### config.mk
export PLATFORM = sky130hd
export DESIGN_NAME = julian_day_to_calendar
export DESIGN_NICKNAME = d
export VERILOG_FILES = /design/src/rtl/jdc_pkg.sv /design/src/rtl/jdc_cdiv.sv /design/src/rtl/julian_day_to_calendar.sv
export SDC_FILE = /design/constraint.sdc
export NUM_CORES = 2
export LEC_CHECK = 0
export ABC_AREA = 1
export BUFFER_PORTS_ARGS = -buffer_cell sky130_fd_sc_hd__buf_2
export CAP_MARGIN = 20
export CORE_MARGIN = 4
export CORE_UTILIZATION = 50
export CTS_BUF_LIST = sky130_fd_sc_hd__clkbuf_8 sky130_fd_sc_hd__clkbuf_16
export CTS_CLUSTER_SIZE = 12
export DETAILED_ROUTE_END_ITERATION = 8
export HOLD_SLACK_MARGIN = 0.03
export PLACE_DENSITY_LB_ADDON = 0.2
export SYNTH_ARGS = -nofsm -noshare
export SYNTH_HDL_FRONTEND = slang
export SYNTH_HIERARCHICAL = 1
export SYNTH_SLANG_ARGS = --single-unit
### constraint.sdc
create_clock -name clk -period 29 [get_ports clk]
set_clock_uncertainty 0.1 [all_clocks]
set_input_delay 2.9 -clock clk [delete_from_list [all_inputs] [get_ports clk]]
set_output_delay 2.9 -clock clk [all_outputs]
set_load 0.01 [all_outputs]
### src/rtl/jdc_pkg.sv
package jdc_pkg;

	// Default widths of the input fields.
	localparam int unsigned WHOLE_DAY_BITS_DEF = 23;
	localparam int unsigned FRACTION_BITS_DEF  = 32;

	// Constants of the conversion, all as exact integers.
	localparam longint unsigned GREG_START     = 64'd2299160;
	localparam longint unsigned CENTURY_OFFSET = 64'd7468865;
	localparam longint unsigned CENTURY_DAYS   = 64'd146097;
	localparam longint unsigned EPOCH_SHIFT    = 64'd1524;
	localparam longint unsigned YEAR_OFFSET    = 64'd12210;
	localparam longint unsigned DAYS_100Y      = 64'd36525;
	localparam longint unsigned DAYS_4Y        = 64'd1461;
	localparam longint unsigned MONTH_NUM      = 64'd306001;
	localparam longint unsigned MONTH_DEN      = 64'd10000;
	localparam longint unsigned YEAR_BASE_JF   = 64'd4716;
	localparam longint unsigned YEAR_BASE_REST = 64'd4715;

	// Days left after the whole years are removed stay within 123 to 489.
	localparam int unsigned DAYS_LEFT_BITS = 9;

	// Advance strobes for the three stages of a constant divider.
	typedef struct packed {
		logic est;
		logic mul;
		logic fix;
	} jdc_adv_t;

	// Month index: how many whole months of 30.6001 days fit into the days left.
	function automatic logic [4:0] month_index(input logic [DAYS_LEFT_BITS-1:0] days_left);
		logic [4:0]  cnt;
		logic [63:0] scaled;
		cnt    = '0;
		scaled = 64'(days_left) * MONTH_DEN;
		for (int k = 1; k <= 16; k++) begin
			if (scaled >= 64'(k) * MONTH_NUM) begin
				cnt = cnt + 5'd1;
			end
		end
		return cnt;
	endfunction

	// Days that precede the start of the month with the given index, floor(30.6001 g).
	// Only indexes up to 16 can occur; the rest read as zero.
	function automatic logic [DAYS_LEFT_BITS-1:0] days_before(input logic [4:0] g);
		logic [DAYS_LEFT_BITS-1:0] days;
		unique case (g)
			5'd0: days = 9'd0;
			5'd1: days = 9'd30;
			5'd2: days = 9'd61;
			5'd3: days = 9'd91;
			5'd4: days = 9'd122;
			5'd5: days = 9'd153;
			5'd6: days = 9'd183;
			5'd7: days = 9'd214;
			5'd8: days = 9'd244;
			5'd9: days = 9'd275;
			5'd10: days = 9'd306;
			5'd11: days = 9'd336;
			5'd12: days = 9'd367;
			5'd13: days = 9'd397;
			5'd14: days = 9'd428;
			5'd15: days = 9'd459;
			5'd16: days = 9'd489;
			default: days = 9'd0;
		endcase
		return days;
	endfunction

endpackage

### src/rtl/jdc_cdiv.sv
module jdc_cdiv #(
	parameter int unsigned     DIVIDEND_BITS = 31,
	parameter longint unsigned DIVISOR       = 146097,
	parameter int unsigned     QUOT_BITS     = 14
) (
	input  logic                     clk,
	input  jdc_pkg::jdc_adv_t        adv,
	input  logic [DIVIDEND_BITS-1:0] dividend,
	output logic [QUOT_BITS-1:0]     quotient
);
	import jdc_pkg::*;

	// Reciprocal rounded down: the estimate is the quotient or one less.
	localparam longint unsigned RECIP = (64'd1 << DIVIDEND_BITS) / DIVISOR;
	localparam int unsigned RECIP_BITS = $clog2(RECIP + 1);
	localparam int unsigned PROD_BITS =
		DIVIDEND_BITS + ((RECIP_BITS > QUOT_BITS) ? RECIP_BITS : QUOT_BITS);
	localparam logic [RECIP_BITS-1:0]    RECIP_V = RECIP_BITS'(RECIP);
	localparam logic [DIVIDEND_BITS-1:0] DIV_V   = DIVIDEND_BITS'(DIVISOR);

	logic [PROD_BITS-1:0]     scaled;
	logic [QUOT_BITS-1:0]     est_s1, est_s2, quot_s3;
	logic [DIVIDEND_BITS-1:0] num_s1, num_s2, prod_s2, rem;

	assign scaled = PROD_BITS'(dividend) * PROD_BITS'(RECIP_V);
	assign rem    = num_s2 - prod_s2;

	always_ff @(posedge clk) begin
		if (adv.est) begin
			est_s1 <= scaled[DIVIDEND_BITS +: QUOT_BITS];
			num_s1 <= dividend;
		end
		if (adv.mul) begin
			est_s2  <= est_s1;
			num_s2  <= num_s1;
			prod_s2 <= DIVIDEND_BITS'(DIVIDEND_BITS'(est_s1) * DIV_V);
		end
		if (adv.fix) begin
			quot_s3 <= est_s2 + QUOT_BITS'(rem >= DIV_V);
		end
	end

	assign quotient = quot_s3;

endmodule

### src/rtl/julian_day_to_calendar.sv
// Converts a Julian date, given as a whole day count and a binary fraction of a day, into a
// calendar date and a UTC time of day. Half a day is added first so that days begin at
// midnight; whole days above 2299160 follow the Gregorian calendar, earlier ones the Julian
// calendar. The block is a thirteen-stage pipeline that takes one request per clock while the
// output is not stalled. The depth comes from the two divisions by constants (146097 and 36525
// days), each done as a reciprocal estimate, a back-multiply and a one-step correction over
// three stages. A stall at the output fills empty stages first; the input is held off only
// when every stage holds a request. Years outside 16 bits wrap to their low 16 bits.
module julian_day_to_calendar
	#(
	parameter int unsigned WHOLE_DAY_BITS = jdc_pkg::WHOLE_DAY_BITS_DEF,
	parameter int unsigned FRACTION_BITS  = jdc_pkg::FRACTION_BITS_DEF,
	localparam int unsigned IN_W = ((WHOLE_DAY_BITS + FRACTION_BITS + 7) / 8) * 8
) (
	input  logic            clk,
	input  logic            arst_n,
	input  logic            s_tvalid,
	output logic            s_tready,
	// whole_days, day_fraction, zero padding (lowest bit first)
	input  logic [IN_W-1:0] s_tdata,
	output logic            m_tvalid,
	input  logic            m_tready,
	// year, month, day_of_month, hour, minute, second_fixed, zero padding (lowest bit first)
	output logic [63:0]     m_tdata
);
	import jdc_pkg::*;

	localparam int unsigned F = FRACTION_BITS;
	localparam int unsigned NUM_STAGES = 13;

	// Widths of the date path, derived from the largest whole day count.
	localparam int unsigned I_BITS  = WHOLE_DAY_BITS + 1;
	localparam int unsigned XA_BITS = WHOLE_DAY_BITS + 3;
	localparam longint unsigned A_MAX = ((64'd4 << WHOLE_DAY_BITS) - CENTURY_OFFSET) / CENTURY_DAYS;
	localparam int unsigned A_BITS = $clog2(A_MAX + 1);
	localparam longint unsigned C_MAX = (64'd1 << WHOLE_DAY_BITS) + 64'd1 + A_MAX + EPOCH_SHIFT;
	localparam int unsigned C_BITS = $clog2(C_MAX + 1);
	localparam longint unsigned Y_MAX = 64'd100 * C_MAX - YEAR_OFFSET;
	localparam int unsigned Y_BITS = $clog2(Y_MAX + 1);
	localparam longint unsigned D_MAX = Y_MAX / DAYS_100Y;
	localparam int unsigned D_BITS = $clog2(D_MAX + 1);
	localparam int unsigned D_EXT  = (D_BITS > 16) ? D_BITS : 16;
	localparam int unsigned PE_BITS = C_BITS + 2;
	localparam int unsigned X_BITS  = DAYS_LEFT_BITS;

	// Pipeline control: a stage may load when it is empty or when the stage after it loads.
	logic [1:NUM_STAGES]   vld_q;
	logic [1:NUM_STAGES]   vin;
	logic [1:NUM_STAGES+1] rdy;

	always_comb begin
		rdy[NUM_STAGES+1] = m_tready;
		for (int k = NUM_STAGES; k >= 1; k--) begin
			rdy[k] = rdy[k+1] || !vld_q[k];
		end
		vin[1] = s_tvalid;
		for (int k = 2; k <= NUM_STAGES; k++) begin
			vin[k] = vld_q[k-1];
		end
	end

	always_ff @(posedge clk or negedge arst_n) begin
		if (!arst_n) begin
			vld_q <= '0;
		end else begin
			for (int k = 1; k <= NUM_STAGES; k++) begin
				if (rdy[k]) begin
					vld_q[k] <= vin[k];
				end
			end
		end
	end

	assign s_tready = rdy[1];
	assign m_tvalid = vld_q[NUM_STAGES];

	// Stage 1: add half a day. The carry out of the fraction moves into the day count.
	logic [WHOLE_DAY_BITS-1:0] whole_days;
	logic [F-1:0]              day_fraction;
	logic [F:0]                half_sum;
	logic [I_BITS-1:0]         i_s1, i_s2, i_s3, i_s4;
	logic [F-1:0]              frac_s [1:10];

	assign whole_days   = s_tdata[WHOLE_DAY_BITS-1:0];
	assign day_fraction = s_tdata[WHOLE_DAY_BITS +: F];
	assign half_sum     = (F+1)'(day_fraction) + ((F+1)'(1) << (F - 1));

	// Stages 2 to 4: the count of skipped Gregorian leap days needs floor((4I - 7468865) / 146097).
	// The dividend is only meaningful on the Gregorian side and is ignored otherwise.
	logic [XA_BITS-1:0] xa;
	logic [A_BITS-1:0]  a_s4;
	logic               greg_s2, greg_s3, greg_s4;
	jdc_adv_t           adv_a, adv_d;

	assign xa    = XA_BITS'({i_s1, 2'b00}) - XA_BITS'(CENTURY_OFFSET);
	assign adv_a = '{est: rdy[2], mul: rdy[3], fix: rdy[4]};

	jdc_cdiv #(
		.DIVIDEND_BITS(XA_BITS),
		.DIVISOR      (CENTURY_DAYS),
		.QUOT_BITS    (A_BITS)
	) u_div_century (
		.clk     (clk),
		.adv     (adv_a),
		.dividend(xa),
		.quotient(a_s4)
	);

	// Stage 5: day count shifted to the March-based epoch of the scheme.
	logic [C_BITS-1:0] c_next, a_ext;
	logic [C_BITS-1:0] c_s5, c_s6, c_s7, c_s8, c_s9, c_s10;

	always_comb begin
		a_ext  = C_BITS'(a_s4);
		c_next = C_BITS'(i_s4) + C_BITS'(EPOCH_SHIFT);
		if (greg_s4) begin
			c_next = c_next + a_ext - (a_ext >> 2) + C_BITS'(1);
		end
	end

	// Stage 6 prepares 100C - 12210; stages 7 to 9 divide it by 36525 to get the year count D.
	logic [Y_BITS-1:0] y_s6;
	logic [D_BITS-1:0] d_s9, d_s10, d_s11, d_s12;

	assign adv_d = '{est: rdy[7], mul: rdy[8], fix: rdy[9]};

	jdc_cdiv #(
		.DIVIDEND_BITS(Y_BITS),
		.DIVISOR      (DAYS_100Y),
		.QUOT_BITS    (D_BITS)
	) u_div_year (
		.clk     (clk),
		.adv     (adv_d),
		.dividend(y_s6),
		.quotient(d_s9)
	);

	// Stage 10: days in the whole years, floor(1461 D / 4). Stage 11: days left in the year.
	logic [PE_BITS-1:0] e_prod;
	logic [C_BITS-1:0]  e_s10;
	logic [X_BITS-1:0]  x_s11, x_s12;

	assign e_prod = PE_BITS'(d_s9) * PE_BITS'(DAYS_4Y);

	// Stage 12: month index G. Stage 13: day of month, month and year.
	logic [4:0]        g_s12;
	logic [3:0]        mon_next, mon_s13;
	logic [X_BITS-1:0] dom_wide;
	logic [4:0]        dom_s13;
	logic [D_EXT-1:0]  d_ext;
	logic [15:0]       yr_next, yr_s13;

	always_comb begin
		if (g_s12 <= 5'd13) begin
			mon_next = 4'(g_s12 - 5'd1);
		end else begin
			mon_next = 4'(g_s12 - 5'd13);
		end
		dom_wide = x_s12 - days_before(g_s12);
		d_ext    = D_EXT'(d_s12);
		if (mon_next >= 4'd3) begin
			yr_next = d_ext[15:0] - 16'(YEAR_BASE_JF);
		end else begin
			yr_next = d_ext[15:0] - 16'(YEAR_BASE_REST);
		end
	end

	// Time of day, worked on the delayed fraction in the last three stages.
	// hour = floor(24 f), minute = floor(60 r1), seconds = 60 r2, each r the fraction left over.
	logic [F+4:0] p24;
	logic [F+5:0] p60m, p60s;
	logic [4:0]   hr_s11, hr_s12, hr_s13;
	logic [F-1:0] r1_s11, r2_s12;
	logic [5:0]   mn_s12, mn_s13;
	logic [21:0]  sec_s13;

	assign p24  = (F+5)'({frac_s[10], 4'b0000}) + (F+5)'({frac_s[10], 3'b000});
	assign p60m = (F+6)'({r1_s11, 6'b000000}) - (F+6)'({r1_s11, 2'b00});
	assign p60s = (F+6)'({r2_s12, 6'b000000}) - (F+6)'({r2_s12, 2'b00});

	always_ff @(posedge clk) begin
		if (rdy[1]) begin
			i_s1      <= I_BITS'(whole_days) + I_BITS'(half_sum[F]);
			frac_s[1] <= half_sum[F-1:0];
		end
		for (int k = 2; k <= 10; k++) begin
			if (rdy[k]) begin
				frac_s[k] <= frac_s[k-1];
			end
		end
		if (rdy[2]) begin
			i_s2    <= i_s1;
			greg_s2 <= i_s1 > I_BITS'(GREG_START);
		end
		if (rdy[3]) begin
			i_s3    <= i_s2;
			greg_s3 <= greg_s2;
		end
		if (rdy[4]) begin
			i_s4    <= i_s3;
			greg_s4 <= greg_s3;
		end
		if (rdy[5]) begin
			c_s5 <= c_next;
		end
		if (rdy[6]) begin
			c_s6 <= c_s5;
			y_s6 <= Y_BITS'(c_s5) * Y_BITS'(100) - Y_BITS'(YEAR_OFFSET);
		end
		if (rdy[7]) begin
			c_s7 <= c_s6;
		end
		if (rdy[8]) begin
			c_s8 <= c_s7;
		end
		if (rdy[9]) begin
			c_s9 <= c_s8;
		end
		if (rdy[10]) begin
			c_s10 <= c_s9;
			d_s10 <= d_s9;
			e_s10 <= C_BITS'(e_prod >> 2);
		end
		if (rdy[11]) begin
			x_s11  <= X_BITS'(c_s10 - e_s10);
			d_s11  <= d_s10;
			hr_s11 <= p24[F+4:F];
			r1_s11 <= p24[F-1:0];
		end
		if (rdy[12]) begin
			x_s12  <= x_s11;
			d_s12  <= d_s11;
			g_s12  <= month_index(x_s11);
			hr_s12 <= hr_s11;
			mn_s12 <= p60m[F+5:F];
			r2_s12 <= p60m[F-1:0];
		end
		if (rdy[13]) begin
			mon_s13 <= mon_next;
			dom_s13 <= dom_wide[4:0];
			yr_s13  <= yr_next;
			hr_s13  <= hr_s12;
			mn_s13  <= mn_s12;
			sec_s13 <= p60s[F+5:F-16];
		end
	end

	assign m_tdata = {6'b000000, sec_s13, mn_s13, hr_s13, dom_s13, mon_s13, yr_s13};

	// Every delivered result has its month, day of month, hour, minute and second in range.
	a_fields_in_range: assert property (@(posedge clk) disable iff (!arst_n)
		m_tvalid |-> (mon_s13 >= 4'd1) && (mon_s13 <= 4'd12) && (dom_s13 >= 5'd1) &&
		(hr_s13 <= 5'd23) && (mn_s13 <= 6'd59) && (sec_s13 < 22'd3932160))
		else $error("converted fields out of range");

	// The year split must leave between 123 and 489 days, or a divider has slipped.
	a_days_left: assert property (@(posedge clk) disable iff (!arst_n)
		vld_q[11] |-> (x_s11 >= 9'd123) && (x_s11 <= 9'd489))
		else $error("days left in year out of range");

	// The input is held off only when the pipeline is full and the output is stalled.
	a_backpressure: assert property (@(posedge clk) disable iff (!arst_n)
		!s_tready |-> (&vld_q) && !m_tready)
		else $error("input stalled with room in the pipeline");

endmodule

==> metrics list <==
* Run status: completed
* GR Layer Usage met1: about 26%
- Final HPWL from detailed placement: roughly 110000 um
- After detailed routing, the total wire length is approximately 140000 um.
- Summed over all instances, the cell type with the most area after synthesis is edfxtp_1.
- Once routing completed, OpenROAD measured the worst setup slack at 15.12 ns.
* Non-filler instance count after layout: around 9100
- The via count of the first global-routing pass came to 46200.
- The worst pin sits at a relative slew slack of 31.9%.
- Total global-route track usage: approximately a fifth
* Worst skew pair latency: 0.71 ns
- Path type of the worst min-delay path: register to register
- Residual antenna-violating net count after detailed routing: 0
- Maximum cell stage delay along the critical path: 0.56 ns
* Area Overhead vs Synth: 8.94%
* Hold-fix buffers, CTS: 0
- Of the available clock period, the critical path in the final layout requires 47.9%.
* CTS-repair resized insts: 0
- Derived from the worst setup path, the maximum achievable clock frequency is 72.0 MHz.
- The first TritonRoute pass finished after 5 iterations.
- Layout net count: ~8500
- In this run the biggest area consumer among cell types represents between 40 and 50% of the synthesized area.
- Yosys printed 6 warnings.
- Register clock-pin slew on the reported worst setup and hold paths: 0.06 ns
- Most repeated library cell on the critical path: nand2_1
- Total global routing overflow: 0
* Number of antenna violations at the first check in global routing: 3
- Utilization after layout: 54.8%
- Final setup violating endpoints: 0
- CTS saw 968 sinks.
- RePlAce Congestion: just under 0.9
- Slowest library cell on the worst path: edfxtp_1
- Overall die width: 382 um
- Each instance of the synthesized netlist takes up on average 10.1 um^2.
* Most frequently used cell type in the post-synthesis netlist: inv_1
- The clock period could shrink to 13.88 ns.
- In this run, CTS created clock tree buffers numbering 101.
- For this run, global-route usage on met2 was measured as about a third.
- Global-route layer with the greatest usage: met2
* Total buffers and inverters traversed by the critical path: 12
- Number of DRC violations after detailed routing: 0
- DR WL/cell: 14.9 um
- Once the clock tree was built, the setup fixing pass inserted 0 buffers.
- Sorting the synthesized cells by how often they occur yields inv_1, nand2_1, edfxtp_1, ha_1, fa_1.
* Via count: 45200
* Vertical extent of the die: approximately 380 um
* CTS Root Cell: clkbuf_16
- Setup repair after global routing left no endpoint under its margin.
* TritonCTS clock tree: done
* Number of DRC markers after the initial detailed-route iteration: 2358
- Sequential cells were found to cover 41.3% of the synthesized design area.
* Area of the core: roughly 140000 um^2
- Summed over all failing endpoints, the final setup total negative slack is 0 ns.
- Maximum buffer depth of the clock tree: 3
- Number of distinct library cell variants in the gate-level netlist after synthesis: 60
* Startpoint types: register
- Of all flip-flops after synthesis, the portion carrying an async set or reset was under 10%.
* Crit Path Category: register to register
* Largest delay contributor family on the critical path: adder cells
- Global routing usage on met3: ~2.5%
- Post-Synthesis Cells: 6931
- STA puts the critical path data arrival time at 14.37 ns.
* Largest net degree at the start of global routing: 77
- In the final layout, the share of cells above drive strength 1 is 6.47%.
- Final-layout fill cell count: 12200
* Number of max-cap violations: 0
- The number of endpoints with negative hold slack in the final report is 0.
* Count of input and output buffers: approximately 120
- The final max-slew violation count is 0.
- Crit path max fanout: 9
- Clock H-tree levels: 3
- The floorplan has roughly 140 rows.
- Register bit count reported by yosys: 968
- The first global-routing pass estimated 229000 um of wire.
* Initial core utilization: about half
* Mapped cell area: 70100 um^2
- WP data required: 29.49 ns
* Vias per inst: 4.95
- Most used DFF post-synth: edfxtp_1
- The number of placed instances, taps included, is 8964.
- In this run the count of I/O pins placed on the die edge is ~130.
* Die ar.: 146000 um^2
- At the pin with the least slew margin, the transition time is 1.01 ns.
* Synth top area cells: edfxtp_1, ha_1, fa_1
- Yosys mapped a number of flops with a built-in enable equal to 950.
* Critical Path Sink Type: register
- At the placement stage, the worst setup path has a slack of 15.10 ns.
metrics by stage:
stage	instance area [um^2]	hold WS, ns
final	76300	0.293
after global routing	76300	0.305
after CTS	76300	0.287
after detailed placement	73200	0.305
after global placement	73200	0.300
after floorplan	70200	0.300
cells in the final DEF (no fill, tap or decap), types with 10 or more instances in the layout:
| cell type | instances |
|---|---|
| inv_1 | 1606 |
| nand2_1 | 1113 |
| edfxtp_1 | 950 |
| ha_1 | 849 |
| fa_1 | 436 |
| nor2_1 | 369 |
| a21oi_1 | 341 |
| nand3_1 | 253 |
| xor2_1 | 237 |
| o21ai_0 | 158 |
| buf_2 | 118 |
| xnor2_1 | 106 |
| clkbuf_16 | 101 |
| nand2_2 | 65 |
| nand4_1 | 65 |
| nor3_1 | 52 |
| conb_1 | 33 |
| inv_2 | 32 |
| o21bai_1 | 28 |
| nand3_2 | 27 |
| a31oi_1 | 23 |
| nand3b_1 | 22 |
| a21o_1 | 21 |
| buf_4 | 21 |
| nor2_2 | 20 |
| or2_2 | 18 |
| o21a_1 | 16 |
| nor4_1 | 14 |
| dfrtp_1 | 13 |
| o211ai_1 | 12 |
| clkinv_1 | 11 |
| nor2_4 | 10 |
| o21ai_1 | 10 |
sequential cells by signal, summed over array words and instances (netlist names), 27 cells and up, named ones only:
signal and cells:
y_s6 28, u_div_year/num_s1 30, u_div_year/num_s2 30, r1_s11 29, frac_s 320, u_div_year/prod_s2 28, r2_s12 27
cell families after synthesis:
| logic type | after synthesis | synth area share, % |
|---|---|---|
| and+or+nand+nor | 2047 | 12.8 |
| buffers and inverters | 1628 | 8.76 |
| adders and majority gates | 1285 | 27.6 |
| DFF | 968 | 41.3 |
| AOI/OAI and AO/OA | 658 | 5.23 |
| xor gates and xnor gates | 343 | 4.29 |
| other | 2 | 0.0107 |
worst reg2reg max path, delay by kind of cell (launching register included):
kind / cells / cell delay, ns
buf+inv: 12 / 1.09
flops: 1 / 0.56
compound gates: 5 / 0.88
simple gates: 39 / 4.87
fa+ha+maj: 21 / 6.27
layout make-up:
type                    count  area, um^2  area share, %
clock buffers             110        2650           3.47
multi-input cells        4366       35100           46.0
well taps                1876        2350           3.07
clock inverters            61         454          0.595
diodes                      2        5.00        0.00656
inverters                1617        6080           7.96
flip-flops and latches    968       29000           37.9
repair buffers            139         748          0.980
path summary, 6_finish.rpt:
path | startpoint | to | slack, ns | depth (start not counted)
setup / recovery | x_s11[2] | register | 15.12 | 77
hold / removal | i_s3[18] | i_s4[18] | 0.29 | 0
setup reg to reg | x_s11[2] | register | 15.12 | 77
hold reg to reg | i_s3[18] | i_s4[18] | 0.29 | 0
max in group asynchronous | arst_n | vld_q[9] | 26.46 | 1
min in group asynchronous | arst_n | vld_q[4] | 2.02 | 1
per-layer routing:
layer	up-vias	part of all wire, %
li1	22900	-
met4	2	1.7
met2	699	49
met5	-	0.0095
met1	21500	45
met3	145	3.8
Power is not shown: default switching activity piles up to over one toggle a cycle in this logic, so the estimate is an artifact.
